$ cat config.mk
export PLATFORM = sky130hd
export DESIGN_NAME = pwm_pulse_width_median_filter_flat
export DESIGN_NICKNAME = d
export VERILOG_FILES = /design/src/rtl/pwmf_pkg.sv /design/src/rtl/pwmf_channels.sv /design/src/rtl/pwmf_front.sv /design/src/rtl/pwmf_queue.sv /design/src/rtl/pwmf_back.sv /design/src/rtl/pwm_pulse_width_median_filter.sv /design/src/flat_wrapper.sv
export VERILOG_INCLUDE_DIRS = /design/src /design/src/rtl
export SDC_FILE = /design/constraint.sdc
export NUM_CORES = 2
export LEC_CHECK = 0
export BUFFER_PORTS_ARGS = -buffer_cell sky130_fd_sc_hd__buf_2
export CORE_UTILIZATION = 30
export CTS_CLUSTER_DIAMETER = 150
export DETAILED_ROUTE_END_ITERATION = 12
export PLACE_DENSITY = 0.41
export SETUP_SLACK_MARGIN = 0.02
export SLEW_MARGIN = 5
export SYNTH_ARGS = -nofsm -noshare
export SYNTH_HDL_FRONTEND = slang
export SYNTH_HIERARCHICAL = 1
export SYNTH_SLANG_ARGS = --single-unit
export TNS_END_PERCENT = 100
$ cat constraint.sdc
create_clock -name clk -period 21.2 [get_ports clk]
set_input_delay 0 -clock clk [delete_from_list [all_inputs] [get_ports clk]]
set_output_delay 0 -clock clk [all_outputs]
set_load 0.02 [all_outputs]
$ cat src/rtl/pwm_pulse_width_median_filter_defines.svh
// Assertion macros used by the top level of the pulse-width median filter.
`ifndef PWM_PULSE_WIDTH_MEDIAN_FILTER_DEFINES_SVH
`define PWM_PULSE_WIDTH_MEDIAN_FILTER_DEFINES_SVH

// Same-cycle implication, checked outside reset.
`define PWMF_ASSERT_IMPL(label, clk, rst_n, ante, cons) \
  label: assert property (@(posedge clk) disable iff (!rst_n) (ante) |-> (cons)) \
    else $error("pwmf same-cycle check failed");

// Next-cycle implication, checked outside reset.
`define PWMF_ASSERT_NEXT(label, clk, rst_n, ante, cons) \
  label: assert property (@(posedge clk) disable iff (!rst_n) (ante) |=> (cons)) \
    else $error("pwmf next-cycle check failed");

`endif

$ cat src/rtl/pwmf_pkg.sv
// Shared types, widths and constants of the pulse-width median filter.
package pwmf_pkg;

  // Fixed field widths.
  localparam int unsigned STAMP_W = 32;
  localparam int unsigned WIDTH_W = 26;

  // Defaults for the top-level parameters.
  localparam int unsigned WINDOW_LEN_DEF   = 11;
  localparam int unsigned TICKS_PER_US_DEF = 80;

  // Reset value of the acceptance limit.
  localparam logic [WIDTH_W-1:0] LIMIT_RESET = 26'd4166;

  // Queue between the capture front and the filter back end.
  localparam int unsigned QUEUE_DEPTH = 2;
  localparam int unsigned QPTR_W      = $clog2(QUEUE_DEPTH);
  localparam int unsigned QCNT_W      = $clog2(QUEUE_DEPTH + 1);

  typedef enum logic {
    EDGE_RISE = 1'b0,
    EDGE_FALL = 1'b1
  } edge_kind_t;

  typedef enum logic [2:0] {
    ST_IDLE,
    ST_DIV,
    ST_LOAD,
    ST_SCAN,
    ST_EMIT
  } back_state_t;

  typedef struct packed {
    logic pop;
    logic div_step;
    logic win_write;
    logic scan_step;
    logic emit;
  } back_ctl_t;

endpackage

$ cat src/rtl/pwmf_channels.sv
// Valid/ready channel interfaces for edge events and filter results.
interface pwmf_in_if;
  import pwmf_pkg::*;
  logic               valid;
  logic               ready;
  logic               op;
  logic [STAMP_W-1:0] capture_time;

  modport source (output valid, op, capture_time, input ready);
  modport sink   (input valid, op, capture_time, output ready);
endinterface

interface pwmf_out_if;
  import pwmf_pkg::*;
  logic               valid;
  logic               ready;
  logic [WIDTH_W-1:0] median_width;
  logic               accepted;
  logic [WIDTH_W-1:0] held_width;

  modport source (output valid, median_width, accepted, held_width, input ready);
  modport sink   (input valid, median_width, accepted, held_width, output ready);
endinterface

$ cat src/rtl/pwmf_front.sv
// Edge capture front: keeps the rising stamp and queues raw pulse lengths.
module pwmf_front (
  input  logic                        clk,
  input  logic                        rst_n,
  pwmf_in_if.sink                     in_ch,
  input  logic                        q_full,
  output logic                        q_push,
  output logic [pwmf_pkg::STAMP_W-1:0] q_push_data
);
  import pwmf_pkg::*;

  logic [STAMP_W-1:0] rise_stamp_r;
  logic               in_fire;

  // A beat is taken whenever the queue has room for a falling edge.
  assign in_ch.ready = !q_full;
  assign in_fire     = in_ch.valid && in_ch.ready;

  // Falling edges push the wrapping tick difference to the back end.
  assign q_push      = in_fire && (in_ch.op == EDGE_FALL);
  assign q_push_data = in_ch.capture_time - rise_stamp_r;

  // Rising edges overwrite the stored stamp.
  always_ff @(posedge clk) begin
    if (!rst_n) begin
      rise_stamp_r <= '0;
    end else if (in_fire && (in_ch.op == EDGE_RISE)) begin
      rise_stamp_r <= in_ch.capture_time;
    end
  end

endmodule

$ cat src/rtl/pwmf_queue.sv
// Small FIFO of tick differences between the front and the back end.
module pwmf_queue (
  input  logic                         clk,
  input  logic                         rst_n,
  input  logic                         push,
  input  logic [pwmf_pkg::STAMP_W-1:0] push_data,
  output logic                         full,
  input  logic                         pop,
  output logic                         valid,
  output logic [pwmf_pkg::STAMP_W-1:0] pop_data
);
  import pwmf_pkg::*;

  logic [STAMP_W-1:0] entry_r [QUEUE_DEPTH];
  logic [QPTR_W-1:0]  head_r;
  logic [QPTR_W-1:0]  tail_r;
  logic [QCNT_W-1:0]  count_r;

  localparam logic [QPTR_W-1:0] PTR_LAST = QPTR_W'(QUEUE_DEPTH - 1);

  assign full     = (count_r == QCNT_W'(QUEUE_DEPTH));
  assign valid    = (count_r != '0);
  assign pop_data = entry_r[head_r];

  // Pointer and occupancy bookkeeping.
  always_ff @(posedge clk) begin
    if (!rst_n) begin
      head_r  <= '0;
      tail_r  <= '0;
      count_r <= '0;
    end else begin
      if (push) begin
        tail_r <= (tail_r == PTR_LAST) ? '0 : tail_r + 1'b1;
      end
      if (pop) begin
        head_r <= (head_r == PTR_LAST) ? '0 : head_r + 1'b1;
      end
      if (push && !pop) begin
        count_r <= count_r + 1'b1;
      end else if (pop && !push) begin
        count_r <= count_r - 1'b1;
      end
    end
  end

  // Entry storage.
  always_ff @(posedge clk) begin
    if (push) begin
      entry_r[tail_r] <= push_data;
    end
  end

endmodule

$ cat src/rtl/pwmf_back.sv
// Filter back end: divides to microseconds, updates the window, finds the median.
module pwmf_back #(
  parameter int unsigned WINDOW_LEN   = pwmf_pkg::WINDOW_LEN_DEF,
  parameter int unsigned TICKS_PER_US = pwmf_pkg::TICKS_PER_US_DEF
) (
  input  logic                         clk,
  input  logic                         rst_n,
  input  logic                         cfg_we,
  input  logic [pwmf_pkg::WIDTH_W-1:0] cfg_wdata,
  input  logic                         q_valid,
  input  logic [pwmf_pkg::STAMP_W-1:0] q_data,
  output logic                         q_pop,
  pwmf_out_if.source                   out_ch
);
  import pwmf_pkg::*;

  localparam int unsigned SLOT_W   = $clog2(WINDOW_LEN);
  localparam int unsigned RANK_W   = $clog2(WINDOW_LEN + 1);
  localparam int unsigned MED_IDX  = WINDOW_LEN / 2;
  localparam int unsigned RECIP_SH = STAMP_W + $clog2(TICKS_PER_US);

  // Rounded-up reciprocal of the tick rate; exact for every 32-bit dividend.
  localparam logic [STAMP_W:0] RECIP = (STAMP_W + 1)'(
    ((64'd1 << RECIP_SH) + 64'(TICKS_PER_US) - 64'd1) / 64'(TICKS_PER_US));

  localparam logic [SLOT_W-1:0]     SLOT_LAST = SLOT_W'(WINDOW_LEN - 1);
  localparam logic [RANK_W-1:0]     MED_RANK  = RANK_W'(MED_IDX);

  back_state_t        state_r, state_nxt;
  back_ctl_t          ctl;

  logic [WIDTH_W-1:0] limit_r;
  logic [WIDTH_W-1:0] held_r;
  logic [WIDTH_W-1:0] window_r [WINDOW_LEN];
  logic [SLOT_W-1:0]  slot_r;
  logic [WIDTH_W-1:0] scan_r [WINDOW_LEN];
  logic [SLOT_W-1:0]  cand_r;
  logic [WIDTH_W-1:0] med_r;

  logic [STAMP_W-1:0]   dq_r;
  logic [STAMP_W-1:0]   quot_r;
  logic [2*STAMP_W:0]   prod;

  logic [WIDTH_W-1:0] width_sat;
  logic [RANK_W-1:0]  rank;
  logic               found;
  logic               take;
  logic               out_free;

  logic               out_valid_r;
  logic [WIDTH_W-1:0] out_med_r;
  logic               out_acc_r;
  logic [WIDTH_W-1:0] out_held_r;

  // Division by the tick rate as one multiply by the reciprocal.
  assign prod = dq_r * RECIP;

  // Quotients beyond the field width saturate.
  assign width_sat = (|quot_r[STAMP_W-1:WIDTH_W]) ? '1 : quot_r[WIDTH_W-1:0];

  // Stable rank of the current candidate: smaller entries plus equal
  // entries that sit at a lower slot.
  always_comb begin
    rank = '0;
    for (int j = 0; j < WINDOW_LEN; j++) begin
      if ((window_r[j] < scan_r[0]) ||
          ((window_r[j] == scan_r[0]) && (SLOT_W'(j) < cand_r))) begin
        rank = rank + 1'b1;
      end
    end
  end

  assign found    = (rank == MED_RANK);
  assign take     = (med_r < limit_r);
  assign out_free = !out_valid_r || out_ch.ready;

  // Next-state logic.
  always_comb begin
    state_nxt = state_r;
    case (state_r)
      ST_IDLE: if (q_valid)                state_nxt = ST_DIV;
      ST_DIV:                              state_nxt = ST_LOAD;
      ST_LOAD:                             state_nxt = ST_SCAN;
      ST_SCAN: if (found)                  state_nxt = ST_EMIT;
      ST_EMIT: if (out_free)               state_nxt = ST_IDLE;
      default:                             state_nxt = ST_IDLE;
    endcase
  end

  // Control outputs of the sequencer.
  always_comb begin
    ctl = '0;
    case (state_r)
      ST_IDLE: ctl.pop       = q_valid;
      ST_DIV:  ctl.div_step  = 1'b1;
      ST_LOAD: ctl.win_write = 1'b1;
      ST_SCAN: ctl.scan_step = 1'b1;
      ST_EMIT: ctl.emit      = out_free;
      default: ctl           = '0;
    endcase
  end

  assign q_pop = ctl.pop;

  // Control state, register, window and output valid.
  always_ff @(posedge clk) begin
    if (!rst_n) begin
      state_r     <= ST_IDLE;
      limit_r     <= LIMIT_RESET;
      held_r      <= '0;
      slot_r      <= '0;
      out_valid_r <= 1'b0;
      for (int k = 0; k < WINDOW_LEN; k++) begin
        window_r[k] <= '0;
      end
    end else begin
      state_r <= state_nxt;
      if (cfg_we) begin
        limit_r <= cfg_wdata;
      end
      if (ctl.win_write) begin
        window_r[slot_r] <= width_sat;
        slot_r           <= (slot_r == SLOT_LAST) ? '0 : slot_r + 1'b1;
      end
      if (ctl.emit && take) begin
        held_r <= med_r;
      end
      if (ctl.emit) begin
        out_valid_r <= 1'b1;
      end else if (out_ch.ready) begin
        out_valid_r <= 1'b0;
      end
    end
  end

  // Datapath registers.
  always_ff @(posedge clk) begin
    if (ctl.pop) begin
      dq_r <= q_data;
    end
    if (ctl.div_step) begin
      quot_r <= STAMP_W'(prod >> RECIP_SH);
    end
    // Snapshot the window with the new width in place.
    if (ctl.win_write) begin
      for (int k = 0; k < WINDOW_LEN; k++) begin
        scan_r[k] <= (SLOT_W'(k) == slot_r) ? width_sat : window_r[k];
      end
      cand_r <= '0;
    end
    // Rotate candidates through the head of the scan line.
    if (ctl.scan_step) begin
      if (found) begin
        med_r <= scan_r[0];
      end
      for (int k = 0; k < WINDOW_LEN - 1; k++) begin
        scan_r[k] <= scan_r[k + 1];
      end
      scan_r[WINDOW_LEN - 1] <= scan_r[0];
      cand_r <= cand_r + 1'b1;
    end
    if (ctl.emit) begin
      out_med_r  <= med_r;
      out_acc_r  <= take;
      out_held_r <= take ? med_r : held_r;
    end
  end

  assign out_ch.valid        = out_valid_r;
  assign out_ch.median_width = out_med_r;
  assign out_ch.accepted     = out_acc_r;
  assign out_ch.held_width   = out_held_r;

endmodule

$ cat src/rtl/pwm_pulse_width_median_filter.sv
// Top level of the PWM pulse-width capture with sliding median filter.
//
//   channel   direction  handshake        beat contents
//   in_ch     in         valid/ready      op, capture_time
//   out_ch    out        valid/ready      median_width, accepted, held_width
//   cfg_*     in         write enable     accept_limit
//
// A rising edge is absorbed by the front alone. A falling edge costs a queue pop,
// a reciprocal multiply, a window write, a median scan that rotates candidates
// until the median is found, and a result stage that holds while out_ch is not ready.
// The scan checks one candidate per cycle; no new width is popped until the result is emitted.
// A two-entry queue lets edge beats keep arriving while a result waits on out_ch.
// Reset is synchronous and active low; the window clears at once, with no sweep.
module pwm_pulse_width_median_filter #(
  parameter int unsigned WINDOW_LEN   = pwmf_pkg::WINDOW_LEN_DEF,
  parameter int unsigned TICKS_PER_US = pwmf_pkg::TICKS_PER_US_DEF
) (
  input  logic                         clk,
  input  logic                         rst_n,
  pwmf_in_if.sink                      in_ch,
  pwmf_out_if.source                   out_ch,
  input  logic                         cfg_we,
  input  logic [pwmf_pkg::WIDTH_W-1:0] cfg_wdata
);
  import pwmf_pkg::*;
  `include "pwm_pulse_width_median_filter_defines.svh"

  logic               q_push;
  logic [STAMP_W-1:0] q_push_data;
  logic               q_full;
  logic               q_pop;
  logic               q_valid;
  logic [STAMP_W-1:0] q_data;

  // Edge capture.
  pwmf_front u_front (
    .clk         (clk),
    .rst_n       (rst_n),
    .in_ch       (in_ch),
    .q_full      (q_full),
    .q_push      (q_push),
    .q_push_data (q_push_data)
  );

  // Decoupling queue.
  pwmf_queue u_queue (
    .clk       (clk),
    .rst_n     (rst_n),
    .push      (q_push),
    .push_data (q_push_data),
    .full      (q_full),
    .pop       (q_pop),
    .valid     (q_valid),
    .pop_data  (q_data)
  );

  // Width conversion and median filter.
  pwmf_back #(
    .WINDOW_LEN   (WINDOW_LEN),
    .TICKS_PER_US (TICKS_PER_US)
  ) u_back (
    .clk       (clk),
    .rst_n     (rst_n),
    .cfg_we    (cfg_we),
    .cfg_wdata (cfg_wdata),
    .q_valid   (q_valid),
    .q_data    (q_data),
    .q_pop     (q_pop),
    .out_ch    (out_ch)
  );

  // The front never pushes into a full queue.
  `PWMF_ASSERT_IMPL(a_queue_no_overflow, clk, rst_n, q_push, !q_full)
  // A falling-edge beat is waiting in the queue on the next cycle.
  `PWMF_ASSERT_NEXT(a_fall_queued, clk, rst_n, q_push, q_valid)
  // An accepted median is the held width reported with it.
  `PWMF_ASSERT_IMPL(a_held_follows, clk, rst_n, out_ch.valid && out_ch.accepted, out_ch.held_width == out_ch.median_width)

endmodule
$ cat src/flat_wrapper.sv
// flat-port wrapper written by rule: the top's interface ports become plain ports
module pwm_pulse_width_median_filter_flat import pwmf_pkg::*;
#(
  parameter int unsigned WINDOW_LEN   = pwmf_pkg::WINDOW_LEN_DEF,
  parameter int unsigned TICKS_PER_US = pwmf_pkg::TICKS_PER_US_DEF
)
  (clk, rst_n, cfg_we, cfg_wdata, in_ch_valid, in_ch_op, in_ch_capture_time, in_ch_ready, out_ch_valid, out_ch_median_width, out_ch_accepted, out_ch_held_width, out_ch_ready);
  pwmf_in_if in_ch_i ();
  pwmf_out_if out_ch_i ();
  input  logic clk;
  input  logic rst_n;
  input  logic cfg_we;
  input  logic [pwmf_pkg::WIDTH_W-1:0] cfg_wdata;
  input wire logic [$bits(in_ch_i.valid)-1:0] in_ch_valid;
  input wire logic [$bits(in_ch_i.op)-1:0] in_ch_op;
  input wire logic [$bits(in_ch_i.capture_time)-1:0] in_ch_capture_time;
  output wire logic [$bits(in_ch_i.ready)-1:0] in_ch_ready;
  output wire logic [$bits(out_ch_i.valid)-1:0] out_ch_valid;
  output wire logic [$bits(out_ch_i.median_width)-1:0] out_ch_median_width;
  output wire logic [$bits(out_ch_i.accepted)-1:0] out_ch_accepted;
  output wire logic [$bits(out_ch_i.held_width)-1:0] out_ch_held_width;
  input wire logic [$bits(out_ch_i.ready)-1:0] out_ch_ready;
  assign in_ch_i.valid = in_ch_valid;
  assign in_ch_i.op = in_ch_op;
  assign in_ch_i.capture_time = in_ch_capture_time;
  assign in_ch_ready = in_ch_i.ready;
  assign out_ch_valid = out_ch_i.valid;
  assign out_ch_median_width = out_ch_i.median_width;
  assign out_ch_accepted = out_ch_i.accepted;
  assign out_ch_held_width = out_ch_i.held_width;
  assign out_ch_i.ready = out_ch_ready;
  pwm_pulse_width_median_filter #(.WINDOW_LEN(WINDOW_LEN), .TICKS_PER_US(TICKS_PER_US)) u_core (.clk(clk), .rst_n(rst_n), .in_ch(in_ch_i), .out_ch(out_ch_i), .cfg_we(cfg_we), .cfg_wdata(cfg_wdata));
endmodule
## Word-level counts from Yosys, hierarchy flattened

Memories as Yosys holds them, arrays and structs flattened. A register that Yosys moved wholly into a read port is not among the register bits.
Cells that the tools add are included.
W data, S select, Z words.

- Register bits: 205
- Memory bits (writable): 636
- Bits of input ports: 64
- Output and inout bits: 55
- Memories: 3

Memory list:

| memory | depth | width | read ports | clocked after Yosys merged registers in | write ports | line | source |
|---|---|---|---|---|---|---|---|
| u_core.u_back.scan_r | 11 | 26 | 11 | 0 | 11 | pwmf_back.sv:36 | `logic [WIDTH_W-1:0] scan_r [WINDOW_LEN];` |
| u_core.u_back.window_r | 11 | 26 | 11 | 0 | 11 | pwmf_back.sv:34 | `logic [WIDTH_W-1:0] window_r [WINDOW_LEN];` |
| u_core.u_queue.entry_r | 2 | 32 | 1 | 1 | 1 | pwmf_queue.sv:14 | `logic [STAMP_W-1:0] entry_r [QUEUE_DEPTH];` |

- Add/sub/neg operators: 17
- Multiply operators: 1
- $lt $le $gt $ge: 23
- Equality and inequality tests: 31
- Multiplexer cells: 64
- Bitwise logic cells: 12
- Reductions and logical operators: 42

Operators with widths:

| cell | count |
|---|---|
| $mux W26 | 24 |
| $lt A26 B26 Y1 | 12 |
| $eq A26 B26 Y1 | 11 |
| $mul A32 B32 Y64 const B | 1 |
| $mux W4 | 14 |
| $add A4 B1 Y4 const B | 12 |
| $sub A32 B32 Y32 | 1 |
| $reduce_or A26 Y1 | 1 |
| $mux W1 | 20 |
| $logic_and A1 B1 Y1 | 17 |
| $eq A3 B4 Y1 const A | 4 |
| $lt A3 B4 Y1 const A | 4 |
| $pmux W3 S5 | 1 |
| $eq A4 B4 Y1 const A | 3 |
| $logic_or A1 B1 Y1 | 12 |
| $lt A4 B4 Y1 const A | 3 |
| $or A1 B1 Y1 | 11 |
| $mux W3 | 3 |
| $eq A2 B4 Y1 const A | 2 |
| $lt A1 B4 Y1 const A | 2 |
| $lt A2 B4 Y1 const A | 2 |
| $reduce_bool A2 Y1 | 4 |
| $eq A3 B2 Y1 const B | 2 |
| $ne A2 B2 Y1 const B | 3 |
| 16 further kinds | 21 |

## Logic depth before layout (Yosys ltp)

An unclocked memory read counts as a cell.

- Depth in word-level cells: 28
- Mapped depth: 40

## Hierarchy

The synthesis kept the hierarchy.

Modules (own cells, without submodules):

| module | times used | cells an instance | area each (um^2) | seq. area each (um^2) |
|---|---|---|---|---|
| pwmf_back | 1 | 4909 | 55942.4 | 22351.4 |
| pwmf_front | 1 | 411 | 2992.9 | 640.6 |
| pwmf_queue | 1 | 122 | 2531.2 | 2021.9 |

## Worst setup path after synthesis

OpenSTA, ideal clock, no wires.

- Path type: reg-to-reg
- Start point: reg u_core.u_back.state_r[2]
- End point: reg u_core.u_back.med_r[0] (read register of u_core.u_back.scan_r), enable pin
- Setup time: 0.442 ns
- Data arrival time: 17.061 ns
- Data required time: 20.758 ns
- Setup slack: 3.698 ns
- Cell stages (with the launch flop): 4
- Path buffers: 0
- Path through: dfxtp_1 > nor2b_1 > nand2_1 > nor3_1

- Longest elaborated chain between the ends: 3

Ends and longest elaborated chain:

| element | line | source |
|---|---|---|
| start: declaration | pwmf_back.sv:29 | `back_state_t state_r, state_nxt;` |
| start signal: assignment | pwmf_back.sv:117 | `state_r <= state_nxt;` |
| $eq A3 B2 Y1 | pwmf_back.sv:93 | `case (state_r)` |
| $mux W1 | pwmf_back.sv:93 |  |
| $reduce_and A2 Y1 (no source line) | - |  |
| end: declaration | pwmf_back.sv:38 | `logic [WIDTH_W-1:0] med_r;` |

No other way between the ends.
A chain may end at the register's enable or synchronous reset.

==> metrics <==
CTS clk-pin slew, worst paths=roughly 0.060 ns; Num CTS Buffers=a little over 100; post-CTS setup repair buffer count=0; Synth area leaders=edfxtp_1, ha_1, fa_1; nets@finish=around 7000; Slew @ Worst Pin=1.59 ns; Final setup viols=0; CTS Sinks=874; EDFF count, synth=751; crit end category=flip-flop; gr usage total=0.193; Placeable Area=between 0.2 and 0.25 mm²; sequential area share after synthesis=0.407; area grow syn2layout=14.6%; Routed WL per cell=23.6 µm; post-DP HPWL=approximately 150000 µm; Max Cap Viol=1; clock skew=approximately 0.033 ns; DR iter-0 viols=about 2700; Buffers on Ports=around 120; Top FF cell, synth=edfxtp_1; Placement Rows=between 150 and 200; chip width=approximately 450 µm; fillers=about 20000; grt met1 use=0.285; RSZ-0062 raised after global routing=no; final hold vios=0; met2 Resource Use GR=0.306; HP Class=input pin to flip-flop; share of cells above drive strength 1=0.0869; largest net degree at the start of global routing=~220; Via Count=roughly 41000; final wirelength=199000 µm; Worst-Skew Late Latency=0.73 ns; Clk Tree Root Cell=clkbuf_16; min cycle time layout=around 10 ns; Synth Cell Area=around 0.061 mm²; DR vias/cell=between 4 and 5; number of I/O pins=about 120; Clock Tree Buf Depth=3; H-tree depth=3; Yosys warnings=6; Initial Utilization=0.303; Initial DRT Pass Iterations=5; setup TNS=0 ns; syn_nets=around 6600; vias in the first global route=~42000; critical path data required time=~22 ns; area leader, netlist=edfxtp_1; slowest stage cell, crit path=inv_1; grt total ovfl=0; post-route ant nets=0; Synth async-reset ratio=0; WS Path Type=flip-flop to flip-flop; DRC violations left=0; Startpoint Class=flip-flop; Crit path top cell by count=ha_1; register area=about 0.025 mm²; Seq cells post-synth=874; Fmax=between 0.09 and 0.1 GHz; TritonCTS clock tree=built; layer with the highest usage=met2; CTS-repair resized insts=0; die area=~0.21 mm²; cells after synthesis=between 5000 and 6000; critical path arrival=around 11 ns; first-pass GRT wire length=292000 µm; Distinct cells, synth=just under 90; gp weighted congestion=~0.86; Final Cycle Share=0.487; GR Util met3=0.0230; antenna violations before repair=4; CTS Hold Buffers Added=153; commonest non-fill, non-tap cell in the layout=edfxtp_1; commonest cells after routing, fill and taps aside=edfxtp_1, inv_1, ha_1; Mapped Avg Cell Area=roughly 11 µm²; die height=between 400 and 500 µm; failing checks=max-capacitance violations, max-slew violations; Multi-input gate area=about 0.033 mm²; CP Max Fanout=26; post-layout util=0.347; Synth top area share=0.367; Slew HR=-0.0862; CP max stage delay=a little over 0.5 ns; count of pins over their slew limit=2; status=finished, violations left
[final cells by class]
| type | instances | share of cell area |
|---|---|---|
| Antenna cell | 7 | 0.000249 |
| Sequential cell | 874 | 0.355 |
| Clock inverter | 61 | 0.00888 |
| Inverter | 723 | 0.0385 |
| Multi-Input combinational cell | 3617 | 0.470 |
| Timing Repair Buffer | 362 | 0.0401 |
| Clock buffer | 131 | 0.0399 |
| Tap cell | 2672 | 0.0475 |
[Yosys cell counts (all sizes together), types with 5 or more instances]
cell / instances
o21ai: 373
and4: 10
edfxtp: 751
fa: 416
a31oi: 13
inv: 723
a211oi: 15
mux2: 61
nand2: 506
buf: 29
clkbuf: 199
ha: 691
nand4: 66
o31ai: 6
xnor2: 56
nor2b: 91
mux2i: 334
a2111oi: 7
a31o: 5
o21a: 42
a21oi: 143
xor2: 23
o21bai: 7
nor3: 35
dfxtp: 123
a21boi: 63
and3: 45
nand2b: 35
a221oi: 7
nand3: 38
nor4: 12
or2: 5
o211ai: 16
a21o: 93
and2: 248
nor2: 93
[kinds of logic (layout without fill, tap and decap cells)]
kind of cell / Yosys count / count (layout) / synth area share
other: 0 / 7 / 0
muxes: 395 / 395 / 0.0656
and+or+nand+nor: 1200 / 1200 / 0.0972
buffers and inverters: 951 / 1277 / 0.0584
adders and majority gates: 1107 / 1107 / 0.276
DFF: 874 / 874 / 0.407
AOI/OAI and AO/OA: 834 / 834 / 0.0831
xor gates and xnor gates: 81 / 81 / 0.0125
[registers in the layout, summed over array words and instances (netlist names), 2 cells and up, named ones only]
signal and flops:
u_core/u_queue/count_r 2, u_core/u_queue/entry_r 64, u_core/u_back/state_r 3, u_core/u_back/out_ch.held_width 26, u_core/u_back/held_r 26, u_core/u_back/out_ch.median_width 26
u_core/u_back/med_r 26, u_core/u_back/cand_r 4, u_core/u_back/limit_r 26, u_core/u_front/rise_stamp_r 32, u_core/u_back/quot_r 26, u_core/u_back/slot_r 4
u_core/u_back/scan_r 286, u_core/u_back/dq_r 32, u_core/u_back/window_r 286
[worst paths after layout]
| check | cells after the start | from | slack (ns) | end |
|---|---|---|---|---|
| min reg2reg | 0 | u_core/u_back/scan_r[0][15] | 0.48 | u_core/u_back/med_r[15] |
| min | 5 | in_ch_op | 0.06 | u_core/u_queue/count_r[1] |
| max | 39 | u_core/u_back/scan_r[0][1] | 10.87 | u_core/u_back/med_r[21] |
| max reg2reg | 39 | u_core/u_back/scan_r[0][1] | 10.87 | u_core/u_back/med_r[21] |
[routing by layer]
metal	vias to the layer above	part of all wire
li1	19243	-
met1	20445	0.50
met2	705	0.45
met3	164	0.037
met4	0	0.015
met5	-	0
[per-stage QoR]
step	cell area, µm²	instances	hold slack [ns]	setup WS (ns)
after floorplan	61500	5442	0.118	3.70
after global placement	65400	8095	0.239	10.94
after detailed placement	65400	8095	0.249	10.92
after CTS	70400	8440	0.00375	10.87
after global routing	70400	8442	0.0914	10.34
final	70400	8447	0.0567	10.87
[critical path, delay by kind of cell (launching register included)]
| kind | cells | cell delay (ns) |
|---|---|---|
| AOI/OAI and AO/OA | 17 | 3.14 |
| adders and majority gates | 10 | 2.97 |
| and+or+nand+nor | 6 | 1.14 |
| buffers and inverters | 2 | 0.98 |
| muxes | 3 | 0.87 |
| xor gates and xnor gates | 1 | 0.42 |
| DFF | 1 | 0.40 |
Power is not shown: default switching activity piles up to over one toggle a cycle in this logic, so the estimate is an artifact.
